File: src/rtl/core/ugl_pkg.sv
// Shared types and constants for the uniform grid linear resampler.
`default_nettype none
package ugl_pkg;

  localparam int unsigned DefKernelDepth = 64;
  localparam int unsigned DefMaxOutputs  = 64;
  localparam int unsigned StepW          = 31;
  localparam int unsigned FracW          = 16;
  localparam logic [StepW-1:0] StepReset = 31'd65536;

  typedef enum logic [1:0] {
    STAT_OK    = 2'd0,
    STAT_SHORT = 2'd1,
    STAT_TRUNC = 2'd2
  } status_e;

  typedef struct packed {
    logic signed [31:0] point_x;
    logic signed [31:0] point_y;
    logic               last_point;
  } point_t;

  typedef struct packed {
    logic signed [31:0] out_x;
    logic signed [31:0] out_y;
    logic               last_result;
    status_e            status;
  } result_t;

  typedef enum logic [3:0] {
    S_LOAD,
    S_RD_FIRST,
    S_RD_LAST,
    S_SET,
    S_SRCH_RD,
    S_SRCH_CMP,
    S_BEST_RD,
    S_BEST_CHK,
    S_NB_RD,
    S_NB_CAP,
    S_PREP,
    S_DIV,
    S_MUL,
    S_SUM,
    S_OUT
  } state_e;

  typedef struct packed {
    logic        start;
    logic [32:0] num;
    logic [32:0] den;
  } div_req_t;

  typedef struct packed {
    logic             done;
    logic [FracW-1:0] quo;
  } div_rsp_t;

endpackage
`default_nettype wire

File: src/rtl/core/ugl_store.sv
// Point memory: x and y arrays, one write and one registered read per cycle.
`default_nettype none
module ugl_store import ugl_pkg::*; #(
  parameter int unsigned KERNEL_DEPTH = DefKernelDepth
) (
  input  wire logic                            clk_i,
  input  wire logic                            we_i,
  input  wire logic [$clog2(KERNEL_DEPTH)-1:0] waddr_i,
  input  wire logic signed [31:0]              wx_i,
  input  wire logic signed [31:0]              wy_i,
  input  wire logic [$clog2(KERNEL_DEPTH)-1:0] raddr_i,
  output logic signed [31:0]                   rx_o,
  output logic signed [31:0]                   ry_o
);

  logic signed [31:0] x_mem [KERNEL_DEPTH];
  logic signed [31:0] y_mem [KERNEL_DEPTH];

  always_ff @(posedge clk_i) begin
    if (we_i) begin
      x_mem[waddr_i] <= wx_i;
      y_mem[waddr_i] <= wy_i;
    end
    rx_o <= x_mem[raddr_i];
    ry_o <= y_mem[raddr_i];
  end

endmodule
`default_nettype wire

File: config.mk
export PLATFORM = sky130hd
export DESIGN_NAME = ugl_store
export DESIGN_NICKNAME = d
export VERILOG_FILES = /design/src/rtl/core/ugl_pkg.sv /design/src/rtl/core/ugl_store.sv
export SDC_FILE = /design/constraint.sdc
export NUM_CORES = 2
export LEC_CHECK = 0
export BUFFER_PORTS_ARGS = -buffer_cell sky130_fd_sc_hd__buf_2
export CORE_MARGIN = 4
export CORE_UTILIZATION = 57
export DETAILED_ROUTE_END_ITERATION = 6
export HOLD_SLACK_MARGIN = 0.06
export PLACE_DENSITY = 0.76
export SLEW_MARGIN = 40
export SYNTH_ARGS = -nofsm -noshare
export SYNTH_HDL_FRONTEND = slang
export SYNTH_SLANG_ARGS = --single-unit
File: constraint.sdc
create_clock -name clk_i -period 4.9 [get_ports clk_i]
set_input_delay 1.225 -clock clk_i [delete_from_list [all_inputs] [get_ports clk_i]]
set_output_delay 1.225 -clock clk_i [all_outputs]
set_load 0.005 [all_outputs]
## Word level (Yosys, flattened, before mapping)

Memory sizes are Yosys's and may differ from the RTL's. A register that Yosys moved wholly into a read port is not among the register bits.
Cells that the tools add are included.

| storage, ports and cells | value |
|---|---|
| flip-flop bits (word level) | 0 |
| RAM bits | 4096 |
| input bits | 78 |
| output and inout port bits | 64 |
| memories | 2 |

| operators by class | value |
|---|---|
| muxes and demuxes | 2 |

Memory list:

| memory | words | width | rd ports | clocked after memory_dff | write ports | RTL line | RTL |
|---|---|---|---|---|---|---|---|
| x_mem | 64 | 32 | 1 | 1 | 1 | ugl_store.sv:16 | `logic signed [31:0] x_mem [KERNEL_DEPTH];` |
| y_mem | 64 | 32 | 1 | 1 | 1 | ugl_store.sv:17 | `logic signed [31:0] y_mem [KERNEL_DEPTH];` |

Operators with widths:

| cell | count |
|---|---|
| 1-bit two-way mux | 2 |

## Depth between registers and ports, before layout

| logic depth | value |
|---|---|
| word-level depth | 2 |
| depth in mapped cells | 9 |

## Least setup slack after synthesis

Ideal clock, no wire load.

| timing path | value |
|---|---|
| path kind | in2reg |
| from | input waddr_i[4] |
| to | memory x_mem[16][0] (enable) |
| library setup time | 0.486 ns |
| arrival time | 4.735 ns |
| slack | -0.321 ns |
| cell stages on the path | 4 |
| buffers on the path | 2 |
| path through | clkbuf_1 or3b_2 clkbuf_1 nor2_1 |

RTL lines:

| what | RTL line | RTL |
|---|---|---|
| start: declaration | ugl_store.sv:8 | `input wire logic [$clog2(KERNEL_DEPTH)-1:0] waddr_i,` |
| end: declaration | ugl_store.sv:16 |  |

Straight into the memory's write port.

## Worst setup path in the final report

| timing path | value |
|---|---|
| from | register rx_o[20], read port of x_mem |
| to | output rx_o[20] |

RTL lines:

| what | RTL line | RTL |
|---|---|---|
| start: declaration | ugl_store.sv:12 | `output logic signed [31:0] rx_o,` |

No word-level cell between the ends.

==> flow_metrics.env <==
export IMPL_num_rows=191
export IMPL_areaGrowthSynthToFinish_pct=13.2
export IMPL_detailedPlacementHpwl_um=220000
export IMPL_holdWs_ns=0.792
export IMPL_postCtsSetupBuffers=0
export IMPL_grt_pass1_vias=79900
export IMPL_timing_hold_worst_class="in -> reg"
export IMPL_timing_critical_path_slowest_cell_delay_ns=0.66
export IMPL_crit_reg2reg_capture="ry_o[25]$_DFF_P_"
export IMPL_r2r_cells=4
export IMPL_maximum_number_of_pins_on_one_net_before_global_route_repair=82
export IMPL_nets=7036
export IMPL_fin_setup_tns_ns=0
export IMPL_synth_seq_area_share_pct=79.7
export IMPL_synthDominantCellAreaShare_pct=78.9
export IMPL_p_leak_nw=54.9
export IMPL_cts_resized_gates=0
export IMPL_fill_cells=16400
export IMPL_period_share_pct=62.3
export IMPL_ctsHtreeMaxLevel=5
export IMPL_setup_viol=0
export IMPL_post_route_ant_nets=0
export IMPL_io_buffer_count=141
export IMPL_detailroute_via_count=80700
export IMPL_vertical_die_dimension_um=531
export IMPL_timing_final_hold_violations=0
export IMPL_final_setup_skew_ns=0.0494
export IMPL_cts_tree="built"
export IMPL_cts_hold_buffers_added=0
export IMPL_regArea_um2=124000
export IMPL_initial_antenna_violation_count=33
export IMPL_worstPathCellList="buf_2"
export IMPL_layout_core_utilization_pct=65.0
export IMPL_synthMostInstantiatedCell="sky130_fd_sc_hd__edfxtp_1"
export IMPL_drt_initial_drc_count=14900
export IMPL_start_util_pct=57.4
export IMPL_fmax_ghz=0.328
export IMPL_routed_len_inst_um=42.3
export IMPL_synth_fp_nets=6583
export IMPL_clock_sink_count=4160
export IMPL_cell_type_with_the_largest_total_area_after_synthesis="sky130_fd_sc_hd__edfxtp_1"
export IMPL_period_minus_slack_ns=3.05
export IMPL_count_of_different_cell_masters_after_synthesis=30
export IMPL_critical_path_top_delay_family="flip-flops"
export IMPL_drv_cap=0
export IMPL_design_die_area_um2=282000
export IMPL_root_buffer="sky130_fd_sc_hd__clkbuf_16"
export IMPL_grt_first_pass_wirelength_um=637000
export IMPL_gr_usage_all_layers_pct=32.8
export IMPL_synth_area_um2=156000
export IMPL_hold_end="y_mem[31][20]$_DFFE_PP_"
export IMPL_synthesis_yosys_warnings=0
export IMPL_violated_checks="design-rule violations"
export IMPL_globalRouteOverflowTotal=0
export IMPL_avgViaCountPerCell=7.42
export IMPL_core_region_area_um2=271000
export IMPL_clkLatencyLatePin_ns=0.92
export IMPL_finalMaxSlewViolations=0
export IMPL_critPathKind="reg -> out"
export IMPL_ys_top_cells_by_count="sky130_fd_sc_hd__edfxtp_1 (4096), sky130_fd_sc_hd__mux4_2 (1024), sky130_fd_sc_hd__a22oi_1 (256), sky130_fd_sc_hd__clkbuf_1 (140), sky130_fd_sc_hd__buf_2 (136)"
export IMPL_fp_dieW_um=531
export IMPL_tightest_slew_ns=0.961
export IMPL_critical_path_slowest_cell="sky130_fd_sc_hd__dfxtp_1"
export IMPL_pin_count=142
export IMPL_worstReg2RegStart="y_mem[42][25]$_DFFE_PP_"
export IMPL_cp_start_kind="flop"
export IMPL_clock_tree_buffer_depth=4
export IMPL_cp_buffers_inverters=1
export IMPL_yosys_register_bits=4160
export IMPL_critical_path_max_fanout=1
export IMPL_holdPathStages=1
export IMPL_layout_drive_gt1_share_pct=28.8
export IMPL_timing_critical_path_required_ns=3.67
export IMPL_power_density_nw_per_um2=413
export IMPL_synth_edff_count=4096
export IMPL_postSynthCellCount=6505
export IMPL_drtPass1Iterations=7
export IMPL_setup_reg_to_reg_worst_slack_ns=2.75
export IMPL_post_synth_main_area_contributors="sky130_fd_sc_hd__edfxtp_1 (79%), sky130_fd_sc_hd__mux4_2 (15%), sky130_fd_sc_hd__a22oi_1 (1.2%)"
export IMPL_slew_headroom_pct=35.8
export IMPL_cts_inserted_buffers=398
export IMPL_place_congestion=0.810
export IMPL_worstHoldStart="wy_i[20]"
export IMPL_detail_route_drc_violations=1
export IMPL_timing_critical_path_arrival_ns=1.83
export IMPL_endpoint_kind="output port"
export IMPL_synth_ff_type="sky130_fd_sc_hd__edfxtp_1"
export IMPL_cts_reportedPaths_clkPinSlew_ns=0.06
export IMPL_multi_input_area_um2=30200
export IMPL_synthArstFlopShare_pct=0
export IMPL_grt_setup_unrepaired="no"
export IMPL_synth_avg_cell_area_um2=24.0
export IMPL_power_ir_vdd_worst_v=0.000458
export IMPL_totalWireLength_um=460000
export IMPL_run_status="finished with violations"
==> worst reg2reg max path, cell delays in order (launching register included) <==
cell and delay [ns]:
sky130_fd_sc_hd__edfxtp_1 0.40, sky130_fd_sc_hd__mux4_2 0.50, sky130_fd_sc_hd__mux2i_1 0.56, sky130_fd_sc_hd__a211oi_1 0.26, sky130_fd_sc_hd__o211a_1 0.28
==> worst max-delay path by stage <==
stage,startpoint,endpoint,slack (ns),cells after the start
finish,rx_o[20]$_DFF_P_,rx_o[20],1.85,1
CTS,rx_o[20]$_DFF_P_,rx_o[20],1.87,1
global route,rx_o[20]$_DFF_P_,rx_o[20],1.81,1
global placement,raddr_i[3],rx_o[14]$_DFF_P_,0.87,6
detailed placement,raddr_i[0],rx_o[26]$_DFF_P_,1.04,7
floorplan,waddr_i[4],x_mem[16][0]$_DFFE_PP_,-0.32,4
==> power breakdown <==
group | switching (W) | internal, W | total (W)
Sequential | 0.000166 | 0.0394 | 0.0396
Combinational | 0.00218 | 0.00129 | 0.00347
Clock | 0.0131 | 0.0168 | 0.0299
Total | 0.0155 | 0.0575 | 0.0729
==> through the flow <==
step | cells | setup WS (ns) | area (µm²) | power, W
2_1_floorplan | 6505 | -0.321 | 156000 | 0.0420
3_3_place_gp | 10100 | 0.868 | 163000 | 0.0436
3_5_place_dp | 10100 | 1.04 | 164000 | 0.0437
4_1_cts | 10900 | 1.87 | 176000 | 0.0730
5_1_grt | 10900 | 1.81 | 176000 | 0.0748
6_report | 10900 | 1.85 | 176000 | 0.0729
==> state kept, by name, indices dropped and copies added (netlist names) <==
signal,count
x_mem,2048
ry_o,32
rx_o,32
y_mem,2048
==> cells by family (layout without fill, tap and decap cells) <==
family | after synthesis | in the layout | synth area share [%]
buf+inv | 378 | 1157 | 1.24
flops | 4160 | 4160 | 79.7
mux | 1114 | 1114 | 15.4
compound gates | 575 | 575 | 2.80
other cells | 0 | 19 | 0
simple gates | 278 | 278 | 0.831
==> metal layers <==
layer / vias to the layer above / share of wire [%] / GRT usage, %
li1: 29200 / - / -
met1: 41900 / 32 / 44.3
met2: 8055 / 46 / 49.6
met3: 1517 / 16 / 10.2
met4: 16 / 5.9 / 15.8
met5: - / 0.026 / 0
==> layout by cell type (no fill, tap or decap), drive strengths merged <==
cell type | Yosys | routed
a21oi | 25 | 25
nand3b | 4 | 4
dfxtp | 64 | 64
edfxtp | 4096 | 4096
o22ai | 102 | 102
o211a | 64 | 64
o221ai | 64 | 64
bufinv | 0 | 23
mux2i | 90 | 90
nand3 | 133 | 133
or3 | 3 | 3
nor2 | 110 | 110
a22oi | 256 | 256
nor2b | 7 | 7
inv | 1 | 12
nand2b | 4 | 4
mux4 | 1024 | 1024
clkinvlp | 0 | 10
nand4 | 1 | 1
and2 | 3 | 3
buf | 236 | 430
or3b | 4 | 4
diode | 0 | 19
nand2 | 7 | 7
clkbuf | 141 | 535
a211oi | 63 | 63
clkinv | 0 | 147
or2 | 2 | 2
a221oi | 1 | 1
==> cell type report <==
type / instances / share of cell area, %
Tap cell: 3570 / 2.53
Sequential cell: 4160 / 70.5
Clock buffer: 535 / 6.15
Antenna cell: 19 / 0.0270
Timing Repair Buffer: 430 / 2.73
Multi-Input combinational cell: 1967 / 17.1
Inverter: 1 / 0.00213
Clock inverter: 191 / 0.958
Note: power is estimated with default switching activity, not from simulation.
