==> src/rtl/core/ugl_pkg.sv <==
// Shared types and constants for the uniform grid linear resampler.
`default_nettype none
package ugl_pkg;

  localparam int unsigned DefKernelDepth = 64;
  localparam int unsigned DefMaxOutputs  = 64;
  localparam int unsigned StepW          = 31;
  localparam int unsigned FracW          = 16;
  localparam logic [StepW-1:0] StepReset = 31'd65536;

  typedef enum logic [1:0] {
    STAT_OK    = 2'd0,
    STAT_SHORT = 2'd1,
    STAT_TRUNC = 2'd2
  } status_e;

  typedef struct packed {
    logic signed [31:0] point_x;
    logic signed [31:0] point_y;
    logic               last_point;
  } point_t;

  typedef struct packed {
    logic signed [31:0] out_x;
    logic signed [31:0] out_y;
    logic               last_result;
    status_e            status;
  } result_t;

  typedef enum logic [3:0] {
    S_LOAD,
    S_RD_FIRST,
    S_RD_LAST,
    S_SET,
    S_SRCH_RD,
    S_SRCH_CMP,
    S_BEST_RD,
    S_BEST_CHK,
    S_NB_RD,
    S_NB_CAP,
    S_PREP,
    S_DIV,
    S_MUL,
    S_SUM,
    S_OUT
  } state_e;

  typedef struct packed {
    logic        start;
    logic [32:0] num;
    logic [32:0] den;
  } div_req_t;

  typedef struct packed {
    logic             done;
    logic [FracW-1:0] quo;
  } div_rsp_t;

endpackage
`default_nettype wire

==> src/rtl/core/ugl_divider.sv <==
// Restoring divider, one quotient bit per cycle, for the Q0.16 fraction.
`default_nettype none
module ugl_divider import ugl_pkg::*; (
  input  wire logic     clk_i,
  input  wire logic     rst_ni,
  input  wire div_req_t req_i,
  output div_rsp_t      rsp_o
);

  logic [33:0]        rem_q, rem_d;
  logic [FracW-1:0]   quo_q, quo_d;
  logic [4:0]         cnt_q, cnt_d;
  logic               busy_q, busy_d;
  logic               done_q, done_d;
  logic [33:0]        shifted;

  always_comb begin
    rem_d   = rem_q;
    quo_d   = quo_q;
    cnt_d   = cnt_q;
    busy_d  = busy_q;
    done_d  = 1'b0;
    shifted = {rem_q[32:0], 1'b0};
    if (req_i.start) begin
      rem_d  = {1'b0, req_i.num};
      cnt_d  = 5'(FracW);
      busy_d = 1'b1;
    end else if (busy_q) begin
      if (shifted >= {1'b0, req_i.den}) begin
        rem_d = shifted - {1'b0, req_i.den};
        quo_d = {quo_q[FracW-2:0], 1'b1};
      end else begin
        rem_d = shifted;
        quo_d = {quo_q[FracW-2:0], 1'b0};
      end
      cnt_d = cnt_q - 5'd1;
      if (cnt_q == 5'd1) begin
        busy_d = 1'b0;
        done_d = 1'b1;
      end
    end
  end

  always_ff @(posedge clk_i or negedge rst_ni) begin
    if (!rst_ni) begin
      busy_q <= 1'b0;
      done_q <= 1'b0;
      cnt_q  <= '0;
    end else begin
      busy_q <= busy_d;
      done_q <= done_d;
      cnt_q  <= cnt_d;
    end
  end

  always_ff @(posedge clk_i) begin
    rem_q <= rem_d;
    quo_q <= quo_d;
  end

  assign rsp_o.done = done_q;
  assign rsp_o.quo  = quo_q;

endmodule
`default_nettype wire

==> config.mk <==
export PLATFORM = sky130hd
export DESIGN_NAME = ugl_divider
export DESIGN_NICKNAME = d
export VERILOG_FILES = /design/src/rtl/core/ugl_pkg.sv /design/src/rtl/core/ugl_divider.sv
export SDC_FILE = /design/constraint.sdc
export NUM_CORES = 1
export LEC_CHECK = 0
export BUFFER_PORTS_ARGS = -buffer_cell sky130_fd_sc_hd__buf_2
export CAP_MARGIN = 20
export CORE_ASPECT_RATIO = 1.5
export CORE_MARGIN = 4
export CORE_UTILIZATION = 30
export DETAILED_ROUTE_END_ITERATION = 6
export PLACE_DENSITY = 0.5
export SLEW_MARGIN = 20
export SYNTH_ARGS = -nofsm -noshare
export SYNTH_HDL_FRONTEND = slang
export SYNTH_SLANG_ARGS = --single-unit
==> constraint.sdc <==
create_clock -name clk_i -period 3.4 [get_ports clk_i]
set_clock_uncertainty 0.1 [all_clocks]
set_input_delay 0.68 -clock clk_i [delete_from_list [all_inputs] [get_ports clk_i]]
set_output_delay 0.68 -clock clk_i [all_outputs]
set_load 0.01 [all_outputs]
### After elaboration in Yosys (flattened, before gate mapping)

Cells that the tools add are included.
Widths: inputs -> output; s select.

* flip-flop bits (word level): 56
* input port bits: 69
* output and inout port bits: 17
* word-level logic and storage cells: 24

* add/subtract/negate cells: 2
* order comparisons: 1
* equality and inequality tests: 1
* multiplexer cells: 12
* bitwise gates (word level): 1
* reduce and logical (&&, ||, !) cells: 2

Operators with widths (count)
* $mux 33: 3
* $ge 34x33->1: 1
* $sub 33x33->33: 1
* $mux 5: 2
* $mux 1: 7
* $eq 5x1->1 const B: 1
* $sub 5x1->5 const B: 1
* $reduce_and 2->1: 1
* $reduce_bool 2->1: 1
* $not 1->1: 1

### Logic depth before layout (Yosys ltp)

Gate-level depths: netlist of run 1.

* depth in word-level cells: 4
* gate-level depth with buffers: 14
* gate-level depth less buffers: 11

### Worst setup path before layout of run 1

Ideal clock, no wire load.

* path type: input-to-reg
* from: input req_i[23] (netlist name)
* to: register rem_q[31] (data pin)
* setup time: 0.268 ns
* arrival: 2.764 ns
* data required time: 3.032 ns
* path slack: 0.268 ns
* stages on the path: 12
* buffers on the path: 2
* cells stage by stage: inv_1 -> ha_1 -> a211o_1 -> a21oi_2 -> o211ai_1 -> a311o_1 -> a31oi_2 -> buf_6 -> buf_12 -> nor3_1 -> a2111oi_2 -> a2bb2oi_1

* word-level cells in the longest chain between the ends: 4
* elaborated cells on any way between the ends: 5
* classes of those cells: add/sub: 1; order compare: 1; mux: 3

RTL lines
* start: declaration: RTL line ugl_divider.sv:6 `input wire div_req_t req_i,`
* $sub 33x33->33 / $ge 34x33->1 (equally long branches): RTL line ugl_divider.sv:30, ugl_divider.sv:29
* $mux 33 (*): RTL line ugl_divider.sv:29 `if (shifted >= {1'b0, req_i.den}) begin`
* $mux 33 (*): RTL line ugl_divider.sv:28 `end else if (busy_q) begin`
* $mux 33 (*): RTL line ugl_divider.sv:24 `if (req_i.start) begin`
* net rem_d[31]: RTL line ugl_divider.sv:10 `logic [33:0] rem_q, rem_d;`
* end signal: assignment: RTL line ugl_divider.sv:57 `rem_q <= rem_d;`
* end: declaration: RTL line ugl_divider.sv:10

The timed path passes the listed nets; every way through them passes the cells marked *. The select of a mux whose other input is x is not followed.
A chain may end at the register's enable or synchronous reset.

### Final worst setup path of run 1

* from: input req_i[0] (netlist name)
* to: register rem_q[24] (data pin)

Same word-level chain as after synthesis.

==> flow_metrics.env, run 1 <==
export IMPL_p_sw_mw=2.18
export IMPL_cts_setup_buffers=0
export IMPL_utilization_pct=38.7
export IMPL_power_internal_mw=2.98
export IMPL_setup_violations_final=0
export IMPL_p_sw_share_pct=42.3
export IMPL_drtAntennaViolNets=0
export IMPL_synth_top_family_by_area="compound AO/OA/AOI/OAI gates"
export IMPL_antenna_found_initial=0
export IMPL_synth_top_cell_area_share_pct=31.4
export IMPL_min_period_over_period_pct=91.9
export IMPL_syn_to_final_growth_pct=25.6
export IMPL_worstSetupEndpointType="flip-flop"
export IMPL_synth_common_cells="edfxtp_1 (49), nand2_1 (49), inv_1 (46)"
export IMPL_worstRegToRegCells=13
export IMPL_cp_start_kind="primary input"
export IMPL_finalWirelength_mm=13.3
export IMPL_synth_area_um2=4690
export IMPL_grt_max_degree=34
export IMPL_vias=4309
export IMPL_synth_xor_area_share_pct=4.67
export IMPL_htreeDepth=2
export IMPL_diodes=0
export IMPL_cts_path_max_buffers=2
export IMPL_drt_iter0_drc=137
export IMPL_placed_area_um2=5740
export IMPL_yosysTopAreaCell="edfxtp_1"
export IMPL_crit_arrival_ps=3090
export IMPL_finalNetCount=766
export IMPL_cap_viol_max_count=0
export IMPL_clock_root_buffer="clkbuf_16"
export IMPL_synth_simple_area_share_pct=15.5
export IMPL_timing_rr_start="rem_q[0]$_DFFE_PP_"
export IMPL_fin_crit_ps=3120
export IMPL_synth_adder_area_share_pct=9.76
export IMPL_crit_path_max_fanout=3
export IMPL_grt_pass1_vias=4669
export IMPL_worstHoldPathType="primary input to asynchronous set/reset pin"
export IMPL_clkPwrFrac_pct=10.8
export IMPL_cts_sinks=56
export IMPL_crit_required_ps=3360
export IMPL_grt_overflow=0
export IMPL_synthMuxAreaShare_pct=3.92
export IMPL_wire_per_inst_um=15.4
export IMPL_finalSetupTns_ps=0
export IMPL_ys_seq_area_share_pct=35.1
export IMPL_dr_pass1_iters=7
export IMPL_cts_hold_buf=0
export IMPL_power_density_nw_per_um2=875
export IMPL_power_frac_seq_pct=23.9
export IMPL_die_area_um2=17800
export IMPL_ys_seq_elements=56
export IMPL_ys_async_sr_fraction_pct=12.5
export IMPL_yosys_warnings=0
export IMPL_netlist_top_cells_area="edfxtp_1 (31%), ha_1 (9.3%), a21oi_1 (4.2%)"
export IMPL_clk_pin_slew_ps=80
export IMPL_startpoint="req_i[0]"
export IMPL_rrSetupSlack_ps=390
export IMPL_final_area_um2=5890
export IMPL_io_pins=86
export IMPL_drc=0
export IMPL_ys_types=58
export IMPL_synth_flop_cell="edfxtp_1"
export IMPL_worstSkewPairLatency_ps=300
export IMPL_postSynthAreaPerCell_um2=8.92
export IMPL_synthCells=526
export IMPL_comb_power_share_pct=65.3
export IMPL_worst_pin_slew_ps=531
export IMPL_io_buffer_count=85
export IMPL_numCtsBuffers=5
export IMPL_post_cts_resize_count=0
export IMPL_rows=55
export IMPL_fmax_ghz=0.320
export IMPL_r2r_end="rem_q[24]$_DFFE_PP_"
export IMPL_peakVddDrop_v=0.000302
export IMPL_p_leak_nw=2.70
export IMPL_drv_slew=0
export IMPL_layout_drive_gt1_share_pct=27.5
export IMPL_gp_congestion=0.886
export IMPL_rsz0062_at_grt="no"
export IMPL_relSlewSlack_pct=64.6
export IMPL_status="finished clean"
export IMPL_core_um2=15200
export IMPL_finalHoldViolCount=0
export IMPL_dpl_hpwl_mm=10.7
export IMPL_fin_total_pwr_mw=5.15
export IMPL_die_width_um=110
export IMPL_path_class="primary input to flip-flop"
export IMPL_grt_pass1_wl_mm=21.7
export IMPL_grtUsageTotal_pct=15.3
export IMPL_syn_nets=631
export IMPL_dieHeight_um=161
export IMPL_synth_compound_area_share_pct=23.5
export IMPL_cts_tree="yes"
export IMPL_synth_edf_count=49
export IMPL_vias_per_cell=5.00
export IMPL_start_util_pct=30.9
-- worst max-delay path, stage by stage --
cell and delay (ps):
buf_2 120, fa_1 450, nand2b_1 200, a211oi_1 220, buf_4 150, o21ai_1 100
buf_4 160, a31oi_1 280, o21ai_0 170, buf_4 160, xor2_1 180, o21ai_0 110
o21a_1 110
-- power by group through the flow --
stage / Sequential (mW) / Combinational [mW] / Clock, mW
2_1_floorplan: 1.21 / 2.29 / 0
3_3_place_gp: 1.24 / 3.33 / 0
3_5_place_dp: 1.25 / 3.36 / 0
4_1_cts: 1.23 / 3.39 / 0.586
5_1_grt: 1.26 / 3.77 / 0.609
6_report: 1.23 / 3.36 / 0.559
-- sequential cells by signal, indices dropped and copies added (netlist names) --
register and count:
rem_q 33, quo_q 16, cnt_q 5, busy_q 1, done_q 1
-- cells in the final DEF, fill, tap and decap left out, drive strengths merged, types with 12 or more instances in the layout --
cell	synthesis	final
nor2	36	36
xnor2	13	13
inv	48	49
o21ai	40	40
o21a	16	16
edfxtp	49	49
ha	35	35
a21o	20	20
buf	19	155
xor2	12	12
nand2	49	49
a21oi	40	40
-- layer usage --
metal	track usage, %	share of wire (%)	up-vias	wire [um]
met4	6.11	3.3	0	439
li1	-	-	2181	-
met2	28.9	54	81	7240
met1	16.6	39	2024	5220
met3	1.88	2.9	23	392
met5	0	0	-	0
-- through the flow --
stage          instances  worst slack (ps)  hold slack, ps
3_5_place_dp         853             -70.8             340
4_1_cts              861               255            91.5
6_report             861               276            93.1
5_1_grt              861               102            99.9
3_3_place_gp         853             -32.3             332
2_1_floorplan        526               268             284
-- area by class of cell --
type,instances,area (um2)
inverters,48,180
clock buffers,5,125
fillers,1563,9320
repair buffers,155,963
flip-flops and latches,56,1650
multi-input cells,395,2700
clock inverters,3,27.5
well taps,199,249
-- how the worst max path moves through the flow --
stage / to / slack [ps] / cells after the start
after floorplan: rem_q[31]$_DFFE_PP_ / 270 / 12
after CTS: rem_q[11]$_DFFE_PP_ / 260 / 11
final: rem_q[24]$_DFFE_PP_ / 280 / 13
after global placement: rem_q[24]$_DFFE_PP_ / -30 / 13
after global routing: rem_q[11]$_DFFE_PP_ / 100 / 11
after detailed placement: rem_q[6]$_DFFE_PP_ / -70 / 11
-- cell families after synthesis --
logic type               after synthesis
multiplexers                          17
AO/OA/AOI/OAI                        168
adder cells (fa/ha/maj)               36
flip-flops                            56
XOR/XNOR                              25
buffers and inverters                 75
AND/OR/NAND/NOR                      149
Power figures use the tool's default switching activity.
==> inputs of run 2 (changes only) <==
--- a/config.mk
+++ b/config.mk
@@ -9,9 +9,9 @@
 export CAP_MARGIN = 20
 export CORE_ASPECT_RATIO = 1.5
 export CORE_MARGIN = 4
-export CORE_UTILIZATION = 30
+export CORE_UTILIZATION = 45
 export DETAILED_ROUTE_END_ITERATION = 6
-export PLACE_DENSITY = 0.5
+export PLACE_DENSITY_LB_ADDON = 0.08
 export SLEW_MARGIN = 20
 export SYNTH_ARGS = -nofsm -noshare
 export SYNTH_HDL_FRONTEND = slang
==> constraint.sdc (replaced) <==
create_clock -name clk_i -period 3.2 [get_ports clk_i]
set_clock_uncertainty 0.1 [all_clocks]
set_input_delay 0.64 -clock clk_i [delete_from_list [all_inputs] [get_ports clk_i]]
set_output_delay 0.64 -clock clk_i [all_outputs]
set_load 0.01 [all_outputs]
==> run 2 against run 1 <==
Cell area increased by 3.3%. Hold slack worse by 38 ps. Clock-buffer cell count stayed put. Die area shrank 31%. Via count increased by 2.3%. Combinational power grew 16%. Critical path depth is 1 higher. Non-clock buffer count increased by 28. Highest routed layer unchanged. Largest cell class unchanged. Cell count fell by 6.2%. Clock power increased by 4.1%. Global-route usage rose by 6.0 points.
==> flow_metrics.env, run 2 (synthesized netlist as in run 1, its figures left out) <==
export IMPL_status="finished clean"
export IMPL_largest_reg_flops=33
export IMPL_worstSetupEndpointType="flip-flop"
export IMPL_met1_length_mm=5.14
export IMPL_dieHeight_um=133
export IMPL_final_common_cell="buf_4"
export IMPL_final_area_um2=6090
export IMPL_route_met3_wl_um=357
export IMPL_io_buffer_count=85
export IMPL_cts_path_max_buffers=2
export IMPL_start_util_pct=46.3
export IMPL_antenna_found_initial=1
export IMPL_power_density_nw_per_um2=953
export IMPL_io_pins=86
export IMPL_finalHoldViolCount=0
export IMPL_htreeDepth=2
export IMPL_relSlewSlack_pct=50.3
export IMPL_fin_cells=808
export IMPL_drtAntennaViolNets=0
export IMPL_die_area_um2=12200
export IMPL_dpl_hpwl_mm=10.0
export IMPL_top_regs="rem_q x33, quo_q x16, cnt_q x5"
export IMPL_fin_ws_ps=97.6
export IMPL_crit_path_max_fanout=13
export IMPL_fin_total_pwr_mw=5.80
export IMPL_top_register="rem_q"
export IMPL_crit_required_ps=3150
export IMPL_dpl_cell_count=795
export IMPL_die_width_um=91.4
export IMPL_gp_congestion=0.903
export IMPL_grt_overflow=0
export IMPL_grt_max_degree=38
export IMPL_clock_root_buffer="clkbuf_16"
export IMPL_finalWirelength_mm=12.7
export IMPL_dr_pass1_iters=4
export IMPL_p_leak_nw=2.85
export IMPL_drv_slew=0
export IMPL_clk_pin_slew_ps=80
export IMPL_fin_crit_ps=3100
export IMPL_layout_drive_gt1_share_pct=31.7
export IMPL_worstHoldPathType="primary input to asynchronous set/reset pin"
export IMPL_grtUsageTotal_pct=21.2
export IMPL_cp_start_kind="primary input"
export IMPL_topRoutingLayerUsed="met4"
export IMPL_wire_per_inst_um=15.7
export IMPL_finalNetCount=794
export IMPL_placed_area_um2=5840
export IMPL_core_um2=10100
export IMPL_peakVddDrop_v=0.000518
export IMPL_drc=0
export IMPL_cts_tree="yes"
export IMPL_cts_sinks=56
export IMPL_setup_violations_final=0
export IMPL_worstSkewPairLatency_ps=310
export IMPL_final_cell_mix="buf_4 (94), buf_2 (85), nand2_1 (49), edfxtp_1 (49), inv_1 (46)"
export IMPL_path_class="primary input to flip-flop"
export IMPL_fmax_ghz=0.322
export IMPL_cap_viol_max_count=0
export IMPL_crit_arrival_ps=3060
export IMPL_numCtsBuffers=5
export IMPL_grt_pass1_vias=4691
export IMPL_worst_pin_slew_ps=745
export IMPL_rsz0062_at_grt="yes"
export IMPL_rows=45
export IMPL_syn_to_final_growth_pct=29.7
export IMPL_vias=4409
export IMPL_grt_pass1_wl_mm=21.2
export IMPL_place_ws_ps=-335
export IMPL_min_period_over_period_pct=96.9
export IMPL_vias_per_cell=5.46
export IMPL_met2_wirelength_mm=6.84
export IMPL_drt_iter0_drc=161
==> run 2: critical path, stage by stage <==
cell      delay, ps
buf_2           120
fa_1            440
nand2b_1        180
a211oi_1        290
buf_4           170
o21ai_1          90
nand2_1         120
a31oi_4         150
buf_12          180
buf_12          140
buf_4           130
nand2_1          60
o21ai_0          70
mux2_2          260
==> run 2: where the power goes <==
| part | switching [mW] | leakage (nW) | total (mW) | internal (mW) |
|---|---|---|---|---|
| clock network | 0.285 | 0.0708 | 0.582 | 0.297 |
| registers | 0.164 | 0.585 | 1.31 | 1.15 |
| logic | 1.94 | 2.19 | 3.90 | 1.97 |
==> run 2: stage by stage <==
step | TNS, ps | utilization, % | hold slack, ps
after floorplan | 0 | - | 244
after global placement | -4500 | 57.7 | 331
after detailed placement | -5920 | 57.7 | 331
after CTS | 0 | 59.2 | 52.5
after global routing | -20.3 | 60.1 | 65.4
final | 0 | 60.1 | 54.9
==> run 2: repair_timing <==
item	CTS	global route
gates resized for setup	1	12
pin swaps	0	7
endpoints found under the setup margin	1	25
hold buffers	0	0
setup buffers	0	4
hold endpoints to repair	0	0
==> run 2: final timing paths <==
check	startpoint	to	slack, ps	cells after the start
max in group asynchronous	rst_ni	cnt_q[3]$_DFFE_PN0P_	2780	1
worst min-delay path	rst_ni	done_q$_DFF_PN0_	50	1
worst min register to register	quo_q[11]$_DFFE_PP_	quo_q[12]$_DFFE_PP_	350	0
min in group clk_i	quo_q[11]$_DFFE_PP_	quo_q[12]$_DFFE_PP_	350	0
worst max register to register	rem_q[0]$_DFFE_PP_	rem_q[1]$_DFFE_PP_	130	14
worst max-delay path	req_i[0]	rem_q[1]$_DFFE_PP_	100	14
==> run 2: layout make-up <==
type                            count  area [um2]
Clock inverter                      3        25.0
Clock buffer                        5         125
Fill cell                         926        4050
Tap cell                          117         146
Timing Repair Buffer              183        1200
Inverter                           48         180
Sequential cell                    56        1650
Antenna cell                        1        2.50
Multi-Input combinational cell    395        2760
==> run 2: per-layer routing <==
metal	global-route usage, %	vias up
met1	23.8	2071
li1	-	2233
met2	40.6	87
met5	0	-
met4	7.97	0
met3	1.93	18
==> inputs of run 3 (changes only) <==
--- a/config.mk
+++ b/config.mk
@@ -11,8 +11,9 @@
 export CORE_MARGIN = 4
 export CORE_UTILIZATION = 45
 export DETAILED_ROUTE_END_ITERATION = 6
+export MAX_ROUTING_LAYER = met4
 export PLACE_DENSITY_LB_ADDON = 0.08
-export SLEW_MARGIN = 20
+export SLEW_MARGIN = 30
 export SYNTH_ARGS = -nofsm -noshare
 export SYNTH_HDL_FRONTEND = slang
 export SYNTH_SLANG_ARGS = --single-unit
==> run 3 against run 2 <==
Clock power hardly changed. Via count rose by 0.41%. Worst setup slack better by 64 ps. Hold slack gained 1.6 ps. Fmax increased by 2.1%. Global-route usage is 0.50 points higher. Die area is the same. Largest power group unchanged. Critical path depth is the same. Routed wire length grew 1.4%. Cell area fell by 0.14%.
==> flow_metrics.env, run 3 (synthesized netlist as in run 1, its figures left out) <==
export IMPL_grt_pass1_wl_mm=21.0
export IMPL_vias_per_cell=5.48
export IMPL_status="finished clean"
export IMPL_htreeDepth=2
export IMPL_cts_hold_buf=0
export IMPL_cp_start_kind="primary input"
export IMPL_top_register="rem_q"
export IMPL_crit_path_max_fanout=5
export IMPL_fin_total_pwr_mw=5.79
export IMPL_grt_overflow=0
export IMPL_final_area_um2=6080
export IMPL_relSlewSlack_pct=48.9
export IMPL_vias=4427
export IMPL_multi_input_area_um2=2750
export IMPL_start_util_pct=46.3
export IMPL_syn_to_final_growth_pct=29.5
export IMPL_p_leak_nw=2.86
export IMPL_min_period_over_period_pct=95.0
export IMPL_dpl_hpwl_mm=10.1
export IMPL_utilization_pct=60.0
export IMPL_fin_crit_ps=3040
export IMPL_seq_area_um2=1650
export IMPL_top_regs="rem_q x33, quo_q x16, cnt_q x5"
export IMPL_die_area_um2=12200
export IMPL_crit_required_ps=3260
export IMPL_cap_viol_max_count=0
export IMPL_core_um2=10100
export IMPL_worstSkewPairLatency_ps=300
export IMPL_dieHeight_um=133
export IMPL_clock_root_buffer="clkbuf_16"
export IMPL_grt_pass1_vias=4588
export IMPL_drtAntennaViolNets=0
export IMPL_rsz0062_at_grt="no"
export IMPL_placed_area_um2=5850
export IMPL_final_cell_mix="buf_4 (96), buf_2 (85), nand2_1 (49), edfxtp_1 (49), inv_1 (46)"
export IMPL_worstSetupEndpointType="flip-flop"
export IMPL_diodes=0
export IMPL_grt_max_degree=38
export IMPL_layout_drive_gt1_share_pct=31.7
export IMPL_io_buffer_count=85
export IMPL_die_width_um=91.4
export IMPL_wire_per_inst_um=15.9
export IMPL_drc=0
export IMPL_finalHoldViolCount=0
export IMPL_largest_reg_flops=33
export IMPL_antenna_found_initial=0
export IMPL_cts_sinks=56
export IMPL_hold_ws_ps=56.5
export IMPL_path_common_cell="buf_4"
export IMPL_max_stage_delay_ps=340
export IMPL_cts_tree="yes"
export IMPL_cts_path_max_buffers=2
export IMPL_drv_slew=0
export IMPL_finalSetupTns_ps=0
export IMPL_io_pins=86
export IMPL_path_class="primary input to flip-flop"
export IMPL_dr_pass1_iters=4
export IMPL_finalWirelength_mm=12.8
export IMPL_finalNetCount=795
export IMPL_final_common_cell="buf_4"
export IMPL_fmax_ghz=0.329
export IMPL_rows=45
export IMPL_grtUsageTotal_pct=21.7
export IMPL_setup_violations_final=0
export IMPL_cp_slowest_cell="ha_1"
export IMPL_fillers=936
export IMPL_drt_iter0_drc=158
export IMPL_clk_pin_slew_ps=80
export IMPL_numCtsBuffers=5
export IMPL_gp_congestion=0.898
export IMPL_peakVddDrop_v=0.000602
export IMPL_worst_pin_slew_ps=765
export IMPL_crit_chain="buf_2 > inv_1 > ha_1 > a211oi_1 > buf_4 > o21ai_0 > o21ai_1 > buf_4 > a21boi_0 > buf_4 > a21o_1 > a41oi_1 > mux2i_1 > o311a_1"
export IMPL_worstHoldPathType="primary input to asynchronous set/reset pin"
export IMPL_power_density_nw_per_um2=952
export IMPL_crit_arrival_ps=3100
[run 3: cell types whose count changed in the layout (fill, tap and decap cells not counted), sizes merged]
cell | before | now
buf | 183 | 184
clkinv | 0 | 1
diode | 1 | 0
inv | 50 | 49
[run 3: report_power, final]
part,internal (mW),total (mW),switching [mW]
clock,0.298,0.584,0.285
combinational,1.95,3.89,1.94
sequential,1.15,1.31,0.162
[run 3: timing repair]
item | in CTS | in global routing
endpoints found under the hold margin | 0 | 0
endpoints found under the setup margin | 1 | 11
setup buffers | 4 | 0
gates resized for setup | 0 | 11
[run 3: per-layer routing]
metal  GRT usage (%)  wire (um)  part of all wire (%)  up-vias
li1                -          -                     -     2235
met1            23.7       5260                    41     2104
met2            40.8       7000                    55       73
met3            2.05        313                   2.4       15
met4            6.71        261                   2.0        0
met5               -          0                     0        -
[run 3: through the flow]
stage | worst slack, ps | cells
2_1_floorplan | 108 | 526
3_3_place_gp | -251 | 796
3_5_place_dp | -324 | 796
4_1_cts | 39.1 | 808
5_1_grt | 0.391 | 808
6_report | 162 | 808
[run 3: worst paths after layout]
check	startpoint	end	depth (start not counted)	slack (ps)
max	req_i[5]	rem_q[32]$_DFFE_PP_	14	160
min	rst_ni	busy_q$_DFF_PN0_	1	60
max in group asynchronous	rst_ni	cnt_q[3]$_DFFE_PN0P_	1	2780
max reg2reg	rem_q[30]$_DFFE_PP_	rem_q[31]$_DFFE_PP_	11	190
min reg2reg	quo_q[11]$_DFFE_PP_	quo_q[12]$_DFFE_PP_	0	350
min in group clk_i	quo_q[11]$_DFFE_PP_	quo_q[12]$_DFFE_PP_	0	350
[run 3: area by class of cell]
type,instances,area share (%)
Inverter,48,2.96
Timing Repair Buffer,184,19.8
Multi-Input combinational cell,395,45.2
Clock buffer,5,2.06
Sequential cell,56,27.1
Tap cell,117,2.41
Clock inverter,3,0.453
[run 3: worst max-delay path, delay by kind of cell]
kind | cells | cell delay [ps]
muxes | 1 | 230
adders and majority gates | 1 | 340
buffers and inverters | 5 | 580
AOI/OAI and AO/OA | 7 | 1300
